==> config.mk <==
export PLATFORM = sky130hd
export DESIGN_NAME = bbrs_front
export DESIGN_NICKNAME = d
export VERILOG_FILES = /design/src/bbrs_pkg.sv /design/src/bbrs_front.sv
export SDC_FILE = /design/constraint.sdc
export NUM_CORES = 1
export LEC_CHECK = 0
export BUFFER_PORTS_ARGS = -buffer_cell sky130_fd_sc_hd__buf_2
export CORE_MARGIN = 5
export CORE_UTILIZATION = 45
export DETAILED_ROUTE_END_ITERATION = 8
export MAX_ROUTING_LAYER = met4
export PLACE_DENSITY = 0.82
export SETUP_SLACK_MARGIN = 0.5
export SYNTH_ARGS = -nofsm -noshare
export SYNTH_HDL_FRONTEND = slang
export SYNTH_SLANG_ARGS = --single-unit
==> constraint.sdc <==
create_clock -name vclk -period 8.8
set_input_delay 1.32 -clock vclk [all_inputs]
set_output_delay 1.32 -clock vclk [all_outputs]
set_load 0.05 [all_outputs]
==> src/bbrs_pkg.sv <==
// bbrs_pkg: shared types and codes for the budgeted best-ratio selector
// no dependencies; used by every module under src
`timescale 1ns / 1ps

package bbrs_pkg;

	localparam logic [1:0] CMD_OFFER   = 2'd0;
	localparam logic [1:0] CMD_CONSUME = 2'd1;
	localparam logic [1:0] CMD_CLEAR   = 2'd2;
	localparam logic [1:0] CMD_NOP     = 2'd3;

	localparam logic [1:0] RK_CHOICE  = 2'd0;
	localparam logic [1:0] RK_CONSUME = 2'd1;
	localparam logic [1:0] RK_CLEAR   = 2'd2;

	localparam logic [1:0] CFG_TEST_LIMIT    = 2'd0;
	localparam logic [1:0] CFG_COST_LIMIT    = 2'd1;
	localparam logic [1:0] CFG_LATENCY_LIMIT = 2'd2;

	localparam int unsigned NUM_W  = 48;
	localparam int unsigned HALF_W = 24;
	localparam int unsigned DEN_W  = 32;
	localparam int unsigned PP_W   = HALF_W + DEN_W;
	localparam int unsigned XP_W   = NUM_W + DEN_W;

	typedef struct packed {
		logic [1:0]  command;
		logic [31:0] candidate_id;
		logic [15:0] uncertainty_gain;
		logic [15:0] discrimination;
		logic [15:0] reliability;
		logic [31:0] cost;
		logic [31:0] latency_ms;
		logic        last_offer;
	} req_t;

	typedef struct packed {
		logic [1:0]  reply_kind;
		logic [31:0] chosen_id;
		logic        found;
		logic        accepted;
	} rsp_t;

	typedef enum logic [1:0] {
		K_OFFER,
		K_CONSUME,
		K_CLEAR
	} kind_t;

	typedef struct packed {
		kind_t       kind;
		logic [31:0] id;
		logic [31:0] gd;
		logic [15:0] rel;
		logic [31:0] cost;
		logic [31:0] den;
		logic [31:0] lat;
		logic        last;
	} item_t;

	typedef enum logic [2:0] {
		ST_IDLE,
		ST_MUL,
		ST_XHI,
		ST_XLO,
		ST_CMP,
		ST_RPT,
		ST_CONS,
		ST_CLR
	} st_t;

endpackage

==> src/bbrs_front.sv <==
// bbrs_front: takes request words, decodes the command, forms the first
// product and floored cost; depends on bbrs_pkg
`timescale 1ns / 1ps

module bbrs_front (
	input  logic           req_valid,
	output logic           req_ready,
	input  bbrs_pkg::req_t req,
	input  logic           q_full,
	output logic           q_push,
	output bbrs_pkg::item_t q_item
);

	logic known;

	always_comb begin
		known = 1'b1;
		q_item.kind = bbrs_pkg::K_OFFER;
		case (req.command)
			bbrs_pkg::CMD_OFFER: begin
				q_item.kind = bbrs_pkg::K_OFFER;
			end
			bbrs_pkg::CMD_CONSUME: begin
				q_item.kind = bbrs_pkg::K_CONSUME;
			end
			bbrs_pkg::CMD_CLEAR: begin
				q_item.kind = bbrs_pkg::K_CLEAR;
			end
			default: begin
				known = 1'b0;
			end
		endcase
		q_item.id   = req.candidate_id;
		q_item.gd   = req.uncertainty_gain * req.discrimination;
		q_item.rel  = req.reliability;
		q_item.cost = req.cost;
		q_item.den  = (req.cost == 32'd0) ? 32'd1 : req.cost;
		q_item.lat  = req.latency_ms;
		q_item.last = req.last_offer;
	end

	// unknown commands are taken and dropped
	assign req_ready = !q_full;
	assign q_push    = req_valid && !q_full && known;

endmodule

==> impl_metrics.ini <==
[final_layout]
area_delta_synth_final_pct = 2.425
post-route-util = 0.4686
nets = 1584
area.sequential_um2 = 0
seq_cell_count = 0
nClkBuffers = 0
drive_above_1_share = 0.1727

[floorplanning]
initial_core_util = 0.4575
die_x_um = 156.4
ios = 330
die_height_um = 156.4
die_area_um2 = 24470
core_area_um2 = 21090
rows = 53

[sta]
layout_worst_path_cycle_share = 0.9266
worst_pin_slew_ns = 0.5262
whs_ns = 2.640
setup-tns-final_ns = 0
fin_crit_ns = 8.154
relSlewSlack = 0.6460
rsz0062_at_grt = yes
max_freq_mhz = 122.6
finalSetupViolations = 0
finalWorstSetupSlack_ns = 0.6457
maxSlewViolCount = 0
hold_viol_final = 0

[logic_synthesis]
synth.distinct_cells = 50
synth_fp_nets = 1596
ys_warn_count = 0
seq_area_frac_synth = 0
syn_avg_cell_area_um2 = 8.396
synth_area_um2 = 9647
syn_inst = 1149

[route]
drcViolationCount = 0
drt_pre_antenna_iters = 5
vias_per_cell = 5.149
wl_per_cell_um = 16.52
vias = 7270
drtIter0Drc = 373
ant_nets = 0
routed_wl_um = 23330

[place]
port_buffers = 168
place_ws_ns = 0.3240
gp_congestion = 0.9359
dp.final_hpwl_um = 20290

[critical_path]
startpoint = req[85]
start_kind = primary input
critPathCaptureType = output pin
required_ns = 7.48
cp_max_fo = 16
worst-endpoint-arrival_ns = 6.83
setup.worst_path.end = q_item[143]
worstSetupPathType = primary input to output pin

[grt]
antenna_found_initial = 4
overflow = 0
grt_first_pass_wirelength_um = 38540
grt_start_max_net_pins = 17
track_usage = 0.1973
grt_pass1_vias = 7683

[job]
max_cap_viol_count = 0

[clocking]
cts_setup_buffers = 0
ctsHoldBuffers = 0

[run_status]
status = complete, no violations

[min_path]
hold_class = primary input to output pin
==> through the flow <==
stage / std cells / cell area, um^2
global placement: 1410 / 9729
finish: 1412 / 9881
CTS: 1410 / 9766
floorplan: 1149 / 9647
detailed placement: 1410 / 9729
global route: 1412 / 9881
==> cell usage after synthesis (all sizes together) (8+ instances only) <==
cell type,count,area share
nand2,160,0.062
clkbuf,68,0.027
inv,224,0.087
ha,104,0.13
o21ai,14,0.0077
buf,117,0.090
xor2,10,0.0091
a21o,10,0.0080
nand4,8,0.0052
and2,125,0.081
a21oi,32,0.018
nor4,8,0.0052
nor2,11,0.0043
xnor2,19,0.017
fa,194,0.40
==> worst min path at each step <==
stage | startpoint | endpoint | depth (start not counted)
4_1_cts | req[70] | q_item[102] | 0
2_1_floorplan | req[0] | q_item[0] | 1
3_3_place_gp | req[70] | q_item[102] | 0
6_report | req[11] | q_item[11] | 0
5_1_grt | req[77] | q_item[109] | 0
3_5_place_dp | req[70] | q_item[102] | 0
==> placed cells by master (no fill, tap or decap), drive strengths merged, types with 10 or more instances in the layout <==
cell type  instances
buf              156
xnor2             19
and2             125
xor2              10
nor2              11
nand2            160
clkbuf            15
ha               104
fa               194
inv              224
o21ai             14
a21o              10
a21oi             32
==> cells by family after synthesis <==
group / share of synthesized area
XOR/XNOR: 0.02633
adder cells (fa/ha/maj): 0.5375
AND/OR/NAND/NOR: 0.1690
multiplexers: 0.001038
AO/OA/AOI/OAI: 0.06239
buffers and inverters: 0.2038
==> critical path, stage by stage <==
cell and delay, ns:
clkbuf_4 0.20, and2_1 0.21, fa_1 0.55, inv_1 0.05, fa_1 0.47, fa_1 0.45, fa_1 0.50, inv_1 0.06
fa_1 0.52, inv_1 0.05, fa_1 0.48, inv_1 0.06, ha_4 0.31, nand4_1 0.20, a21oi_4 0.30, o31ai_4 0.15
o311ai_4 0.31, a31oi_1 0.15, xnor2_1 0.22, buf_4 0.23
==> area by class of cell <==
class,instances,area [um^2]
fillers,2002,11210
well taps,275,344.1
inverters,224,840.8
diodes,2,5.005
multi-input cells,740,7772
repair buffers,171,918.4
==> metal layers <==
metal  GRT usage  up-vias  share of wire
li1            -     3294              -
met1      0.2592     3594           0.40
met2      0.3283      353           0.49
met3     0.03402       29          0.095
met4     0.03099        0          0.015
met5           -        -              0
==> timing repair <==
item / in CTS / in global routing
setup endpoints to repair: 9 / 12
endpoints found under the hold margin: 0 / 0
pin swaps: 0 / 6
resized for setup: 11 / 31
Power is not shown: default switching activity piles up to over one toggle a cycle in this logic, so the estimate is an artifact.
