**src/bbrs_pkg.sv**
```systemverilog
// bbrs_pkg: shared types and codes for the budgeted best-ratio selector
// no dependencies; used by every module under src
`timescale 1ns / 1ps

package bbrs_pkg;

	localparam logic [1:0] CMD_OFFER   = 2'd0;
	localparam logic [1:0] CMD_CONSUME = 2'd1;
	localparam logic [1:0] CMD_CLEAR   = 2'd2;
	localparam logic [1:0] CMD_NOP     = 2'd3;

	localparam logic [1:0] RK_CHOICE  = 2'd0;
	localparam logic [1:0] RK_CONSUME = 2'd1;
	localparam logic [1:0] RK_CLEAR   = 2'd2;

	localparam logic [1:0] CFG_TEST_LIMIT    = 2'd0;
	localparam logic [1:0] CFG_COST_LIMIT    = 2'd1;
	localparam logic [1:0] CFG_LATENCY_LIMIT = 2'd2;

	localparam int unsigned NUM_W  = 48;
	localparam int unsigned HALF_W = 24;
	localparam int unsigned DEN_W  = 32;
	localparam int unsigned PP_W   = HALF_W + DEN_W;
	localparam int unsigned XP_W   = NUM_W + DEN_W;

	typedef struct packed {
		logic [1:0]  command;
		logic [31:0] candidate_id;
		logic [15:0] uncertainty_gain;
		logic [15:0] discrimination;
		logic [15:0] reliability;
		logic [31:0] cost;
		logic [31:0] latency_ms;
		logic        last_offer;
	} req_t;

	typedef struct packed {
		logic [1:0]  reply_kind;
		logic [31:0] chosen_id;
		logic        found;
		logic        accepted;
	} rsp_t;

	typedef enum logic [1:0] {
		K_OFFER,
		K_CONSUME,
		K_CLEAR
	} kind_t;

	typedef struct packed {
		kind_t       kind;
		logic [31:0] id;
		logic [31:0] gd;
		logic [15:0] rel;
		logic [31:0] cost;
		logic [31:0] den;
		logic [31:0] lat;
		logic        last;
	} item_t;

	typedef enum logic [2:0] {
		ST_IDLE,
		ST_MUL,
		ST_XHI,
		ST_XLO,
		ST_CMP,
		ST_RPT,
		ST_CONS,
		ST_CLR
	} st_t;

endpackage

```
**src/bbrs_queue.sv**
```systemverilog
// bbrs_queue: short first-in first-out queue of decoded items between
// front and back; depends on bbrs_pkg
`timescale 1ns / 1ps

module bbrs_queue #(
	parameter int unsigned DEPTH = 2
) (
	input  logic            clk,
	input  logic            arst_n,
	input  logic            push,
	input  bbrs_pkg::item_t push_item,
	output logic            full,
	input  logic            pop,
	output logic            pop_valid,
	output bbrs_pkg::item_t pop_item
);

	localparam int unsigned PTR_W = (DEPTH > 1) ? $clog2(DEPTH) : 1;
	localparam int unsigned CNT_W = $clog2(DEPTH + 1);

	bbrs_pkg::item_t slot_q [DEPTH];
	logic [PTR_W-1:0] wr_ptr_q;
	logic [PTR_W-1:0] rd_ptr_q;
	logic [CNT_W-1:0] count_q;
	logic do_push;
	logic do_pop;

	assign full      = (count_q == CNT_W'(DEPTH));
	assign pop_valid = (count_q != '0);
	assign pop_item  = slot_q[rd_ptr_q];
	assign do_push   = push && !full;
	assign do_pop    = pop && pop_valid;

	always_ff @(posedge clk or negedge arst_n) begin
		if (!arst_n) begin
			wr_ptr_q <= '0;
			rd_ptr_q <= '0;
			count_q  <= '0;
		end else begin
			if (do_push) begin
				wr_ptr_q <= (wr_ptr_q == PTR_W'(DEPTH - 1)) ? '0 : wr_ptr_q + 1'b1;
			end
			if (do_pop) begin
				rd_ptr_q <= (rd_ptr_q == PTR_W'(DEPTH - 1)) ? '0 : rd_ptr_q + 1'b1;
			end
			if (do_push && !do_pop) begin
				count_q <= count_q + 1'b1;
			end else if (do_pop && !do_push) begin
				count_q <= count_q - 1'b1;
			end
		end
	end

	always_ff @(posedge clk) begin
		if (do_push) begin
			slot_q[wr_ptr_q] <= push_item;
		end
	end

endmodule

```
**config.mk**
```make
export PLATFORM = sky130hd
export DESIGN_NAME = bbrs_queue
export DESIGN_NICKNAME = d
export VERILOG_FILES = /design/src/bbrs_pkg.sv /design/src/bbrs_queue.sv
export SDC_FILE = /design/constraint.sdc
export NUM_CORES = 1
export LEC_CHECK = 0
export ABC_AREA = 0
export BUFFER_PORTS_ARGS = -buffer_cell sky130_fd_sc_hd__buf_4
export CAP_MARGIN = 10
export CORE_MARGIN = 5
export CORE_UTILIZATION = 38
export CTS_CLUSTER_SIZE = 8
export DETAILED_ROUTE_END_ITERATION = 7
export HOLD_SLACK_MARGIN = 0.1
export PLACE_DENSITY_LB_ADDON = 0.12
export SLEW_MARGIN = 20
export SYNTH_ARGS = -nofsm -noshare
export SYNTH_HDL_FRONTEND = slang
export SYNTH_SLANG_ARGS = --single-unit
```
**constraint.sdc**
```tcl
create_clock -name clk -period 10.8 [get_ports clk]
set_input_delay 1.62 -clock clk [delete_from_list [all_inputs] [get_ports clk]]
set_output_delay 1.62 -clock clk [all_outputs]
set_load 0.02 [all_outputs]
```
==> out/metrics.yaml <==
status: "finished, final reports clean"
yosys_most_used_dff: "sky130_fd_sc_hd__edfxtp_1"
insertion_delay_ps: 540
post_route_cells_drive_above_1_share_pct: 61.5
die_width_microns: 199
synth_seq_area_share_pct: 80.3
detail_route.wl_per_cell_microns: 20.0
power.density_nw_per_um2: 292
antenna_violating_nets_post_route: 0
ff_latch_count_synth: 362
timing_worst_slew_pin_value_ps: 958
yosysTopAreaCellShare_pct: 79.5
max_freq_mhz: 202
vias_after_detailed_routing: 6627
final-hold-violation-count: 0
synthesis.area_per_instance_sq_um: 23.5
power.leakage_nw: 7.03
number_of_buffers_inserted_by_port_buffering: 363
clk_pin_slew_worst_paths_ps: 50
ir_worst_vdd_mv: 0.162
post-cts-setup-buffers: 0
drt_iter0_markers: 260
ant_diodes: 0
cell_area_after_placement_sq_um: 16700
synth.cells.most_frequent: "sky130_fd_sc_hd__edfxtp_1, sky130_fd_sc_hd__mux2_4, sky130_fd_sc_hd__mux2_2, sky130_fd_sc_hd__buf_6, sky130_fd_sc_hd__buf_2"
grt_use_total_pct: 14.0
dr.pass1.iters: 4
synth.net_count: 760
synth_warnings: 0
worst_hold_startpoint: "count_q[1]"
overflow: 0
hold_path.class: "flop to flop"
post_cts_resized: 0
critical_path.endpoint_type: "primary output"
core.rowCount: 69
dieHeight_microns: 199
areaGrowthSynthToFinish_pct: 34.1
pin_count_of_the_biggest_net_entering_global_routing: 64
required_ps: 9180
layout_min_cycle_time_ps: 4960
slew_headroom_pct: 36.2
aggregate_negative_setup_slack_ps: 0
design.die.area_sq_um: 39400
slew_violations: 0
critical_path.cell_chain: "buf_4 > buf_4 > mux2_4 > buf_4"
timing.max_cap.violations: 0
rsz_0062_raised_after_global_routing: "no"
synth-async-reset-ratio_pct: 1.10
yosys.cell_count.top_type: "sky130_fd_sc_hd__edfxtp_1"
synth.largest_area_cell: "sky130_fd_sc_hd__edfxtp_1"
cts_made_buffers: 51
clock_skew_ps: 12.4
antenna_found_initial: 0
setup_viol_count_final: 0
crit-reg2reg-capture: "slot_q[0][66]"
critPathMaxStageDelay_ps: 770
cts.path.max_buffers: 3
place.detailed.hpwl_mm: 19.8
grt_pass1_wl_mm: 42.0
worst-r2r-cell-count: 5
tritoncts: "yes"
gp_congestion: 0.709
final_nets: 1164
synth_enable_flop_cells: 358
critical_path_arrival_ps: 3340
crit_fanout: 55
avgViaCountPerCell: 4.56
worst_r2r_startpoint: "count_q[0]"
cpMostUsedCell: "sky130_fd_sc_hd__buf_4"
initial_utilization_pct: 38.3
synthTopCellsByArea: "sky130_fd_sc_hd__edfxtp_1, sky130_fd_sc_hd__mux2_4, sky130_fd_sc_hd__mux2_2"
cts_hold_buf: 0
cpMaxStageDelayCell: "sky130_fd_sc_hd__buf_4"
design.core.area_sq_um: 35300
clock-root-buffer: "sky130_fd_sc_hd__clkbuf_16"
cts.htree.levels: 2
ioPinCount: 364
hold-path-endpoint: "count_q[1]"
finalWirelength_mm: 29.1
synthesis.instances: 576
setup.worst_path.start_class: "flop"
via_count_of_the_first_global_routing_pass: 7219
syn_area_sq_um: 13500
yosysUniqueCellTypes: 15
criticalPathCategory: "flop to primary output"
cts.sinks: 362
r2r_setup_slack_ps: 7740
route.detailed.drc: 0
finalCritPeriodShare_pct: 45.9
fin_area_sq_um: 18100
num-fill-cells: 2912
min_delay_path_depth: 1
## cell usage in the layout (no fill, tap or decap)
| cell type | count |
|---|---|
| sky130_fd_sc_hd__or2_2 | 1 |
| sky130_fd_sc_hd__dfrtp_1 | 3 |
| sky130_fd_sc_hd__xor2_1 | 2 |
| sky130_fd_sc_hd__and3_4 | 1 |
| sky130_fd_sc_hd__nor2_4 | 1 |
| sky130_fd_sc_hd__nor2_1 | 1 |
| sky130_fd_sc_hd__bufinv_16 | 1 |
| sky130_fd_sc_hd__ha_1 | 1 |
| sky130_fd_sc_hd__clkbuf_16 | 53 |
| sky130_fd_sc_hd__clkbuf_1 | 9 |
| sky130_fd_sc_hd__xnor2_1 | 3 |
| sky130_fd_sc_hd__edfxtp_1 | 358 |
| sky130_fd_sc_hd__dfrtp_4 | 1 |
| sky130_fd_sc_hd__inv_1 | 2 |
| sky130_fd_sc_hd__mux2_2 | 79 |
| sky130_fd_sc_hd__nand2b_1 | 1 |
| sky130_fd_sc_hd__nand2_1 | 2 |
| sky130_fd_sc_hd__buf_4 | 371 |
| sky130_fd_sc_hd__mux2_4 | 100 |
| sky130_fd_sc_hd__clkbuf_8 | 1 |
## worst max-delay path, delay by kind of cell, from the launching register on
kind / cells / cell delay (ps)
buffers and inverters: 3 / 1690
DFF: 1 / 630
muxes: 1 / 350
## through the flow
stage               util [%]  total power, mW  hold slack (ps)  instances  setup WS [ps]
finish                  51.3             5.29              497       1452           5840
global route            51.3             5.54              524       1452           5650
CTS                     51.3             5.39              500       1452           5720
detailed placement      47.3             3.95              486       1388           6320
global placement        47.3             3.95              487       1388           6350
floorplan                  -             3.31              456        576            946
## power breakdown
part | leakage [nW] | switching (mW) | internal [mW]
clock | 0.685 | 0.516 | 0.892
combinational | 2.97 | 1.00 | 0.861
sequential | 3.37 | 0.0869 | 1.93
## final cells by class
| type | instances | area, sq um | area share, % |
|---|---|---|---|
| Clock buffer | 63 | 1370 | 7.58 |
| Clock inverter | 1 | 30.0 | 0.166 |
| Inverter | 2 | 7.51 | 0.0414 |
| Multi-Input combinational cell | 192 | 2490 | 13.8 |
| Sequential cell | 362 | 10900 | 59.9 |
| Tap cell | 461 | 577 | 3.18 |
| Timing Repair Buffer | 371 | 2790 | 15.4 |
## flip-flops by register name (all words and copies together), names as in the netlist
| register | count |
|---|---|
| rd_ptr_q | 1 |
| count_q | 2 |
| slot_q | 358 |
| wr_ptr_q | 1 |
## cell families after synthesis
| group | Yosys count | share of synthesized area (%) |
|---|---|---|
| flops | 362 | 80.3 |
| buf+inv | 22 | 1.35 |
| xor+xnor | 5 | 0.324 |
| fa+ha+maj | 1 | 0.0926 |
| mux | 179 | 17.7 |
| simple gates | 7 | 0.250 |
## worst max path at each step
| stage | startpoint | endpoint | slack [ps] | depth (start not counted) |
|---|---|---|---|---|
| floorplan | push | slot_q[0][0] | 950 | 2 |
| global placement | rd_ptr_q | pop_item[123] | 6350 | 4 |
| detailed placement | rd_ptr_q | pop_item[99] | 6320 | 4 |
| CTS | rd_ptr_q | pop_item[99] | 5720 | 4 |
| global route | rd_ptr_q | pop_item[95] | 5650 | 4 |
| finish | rd_ptr_q | pop_item[101] | 5840 | 4 |
## routing by layer
layer / vias up / GRT usage (%) / share of wire [%]
met3: 47 / 6.67 / 12
met1: 3219 / 18.0 / 41
met2: 277 / 21.4 / 45
met4: 0 / 4.18 / 2.0
met5: - / 0 / 0
li1: 3084 / - / -
Note: power is estimated with default switching activity, not from simulation.
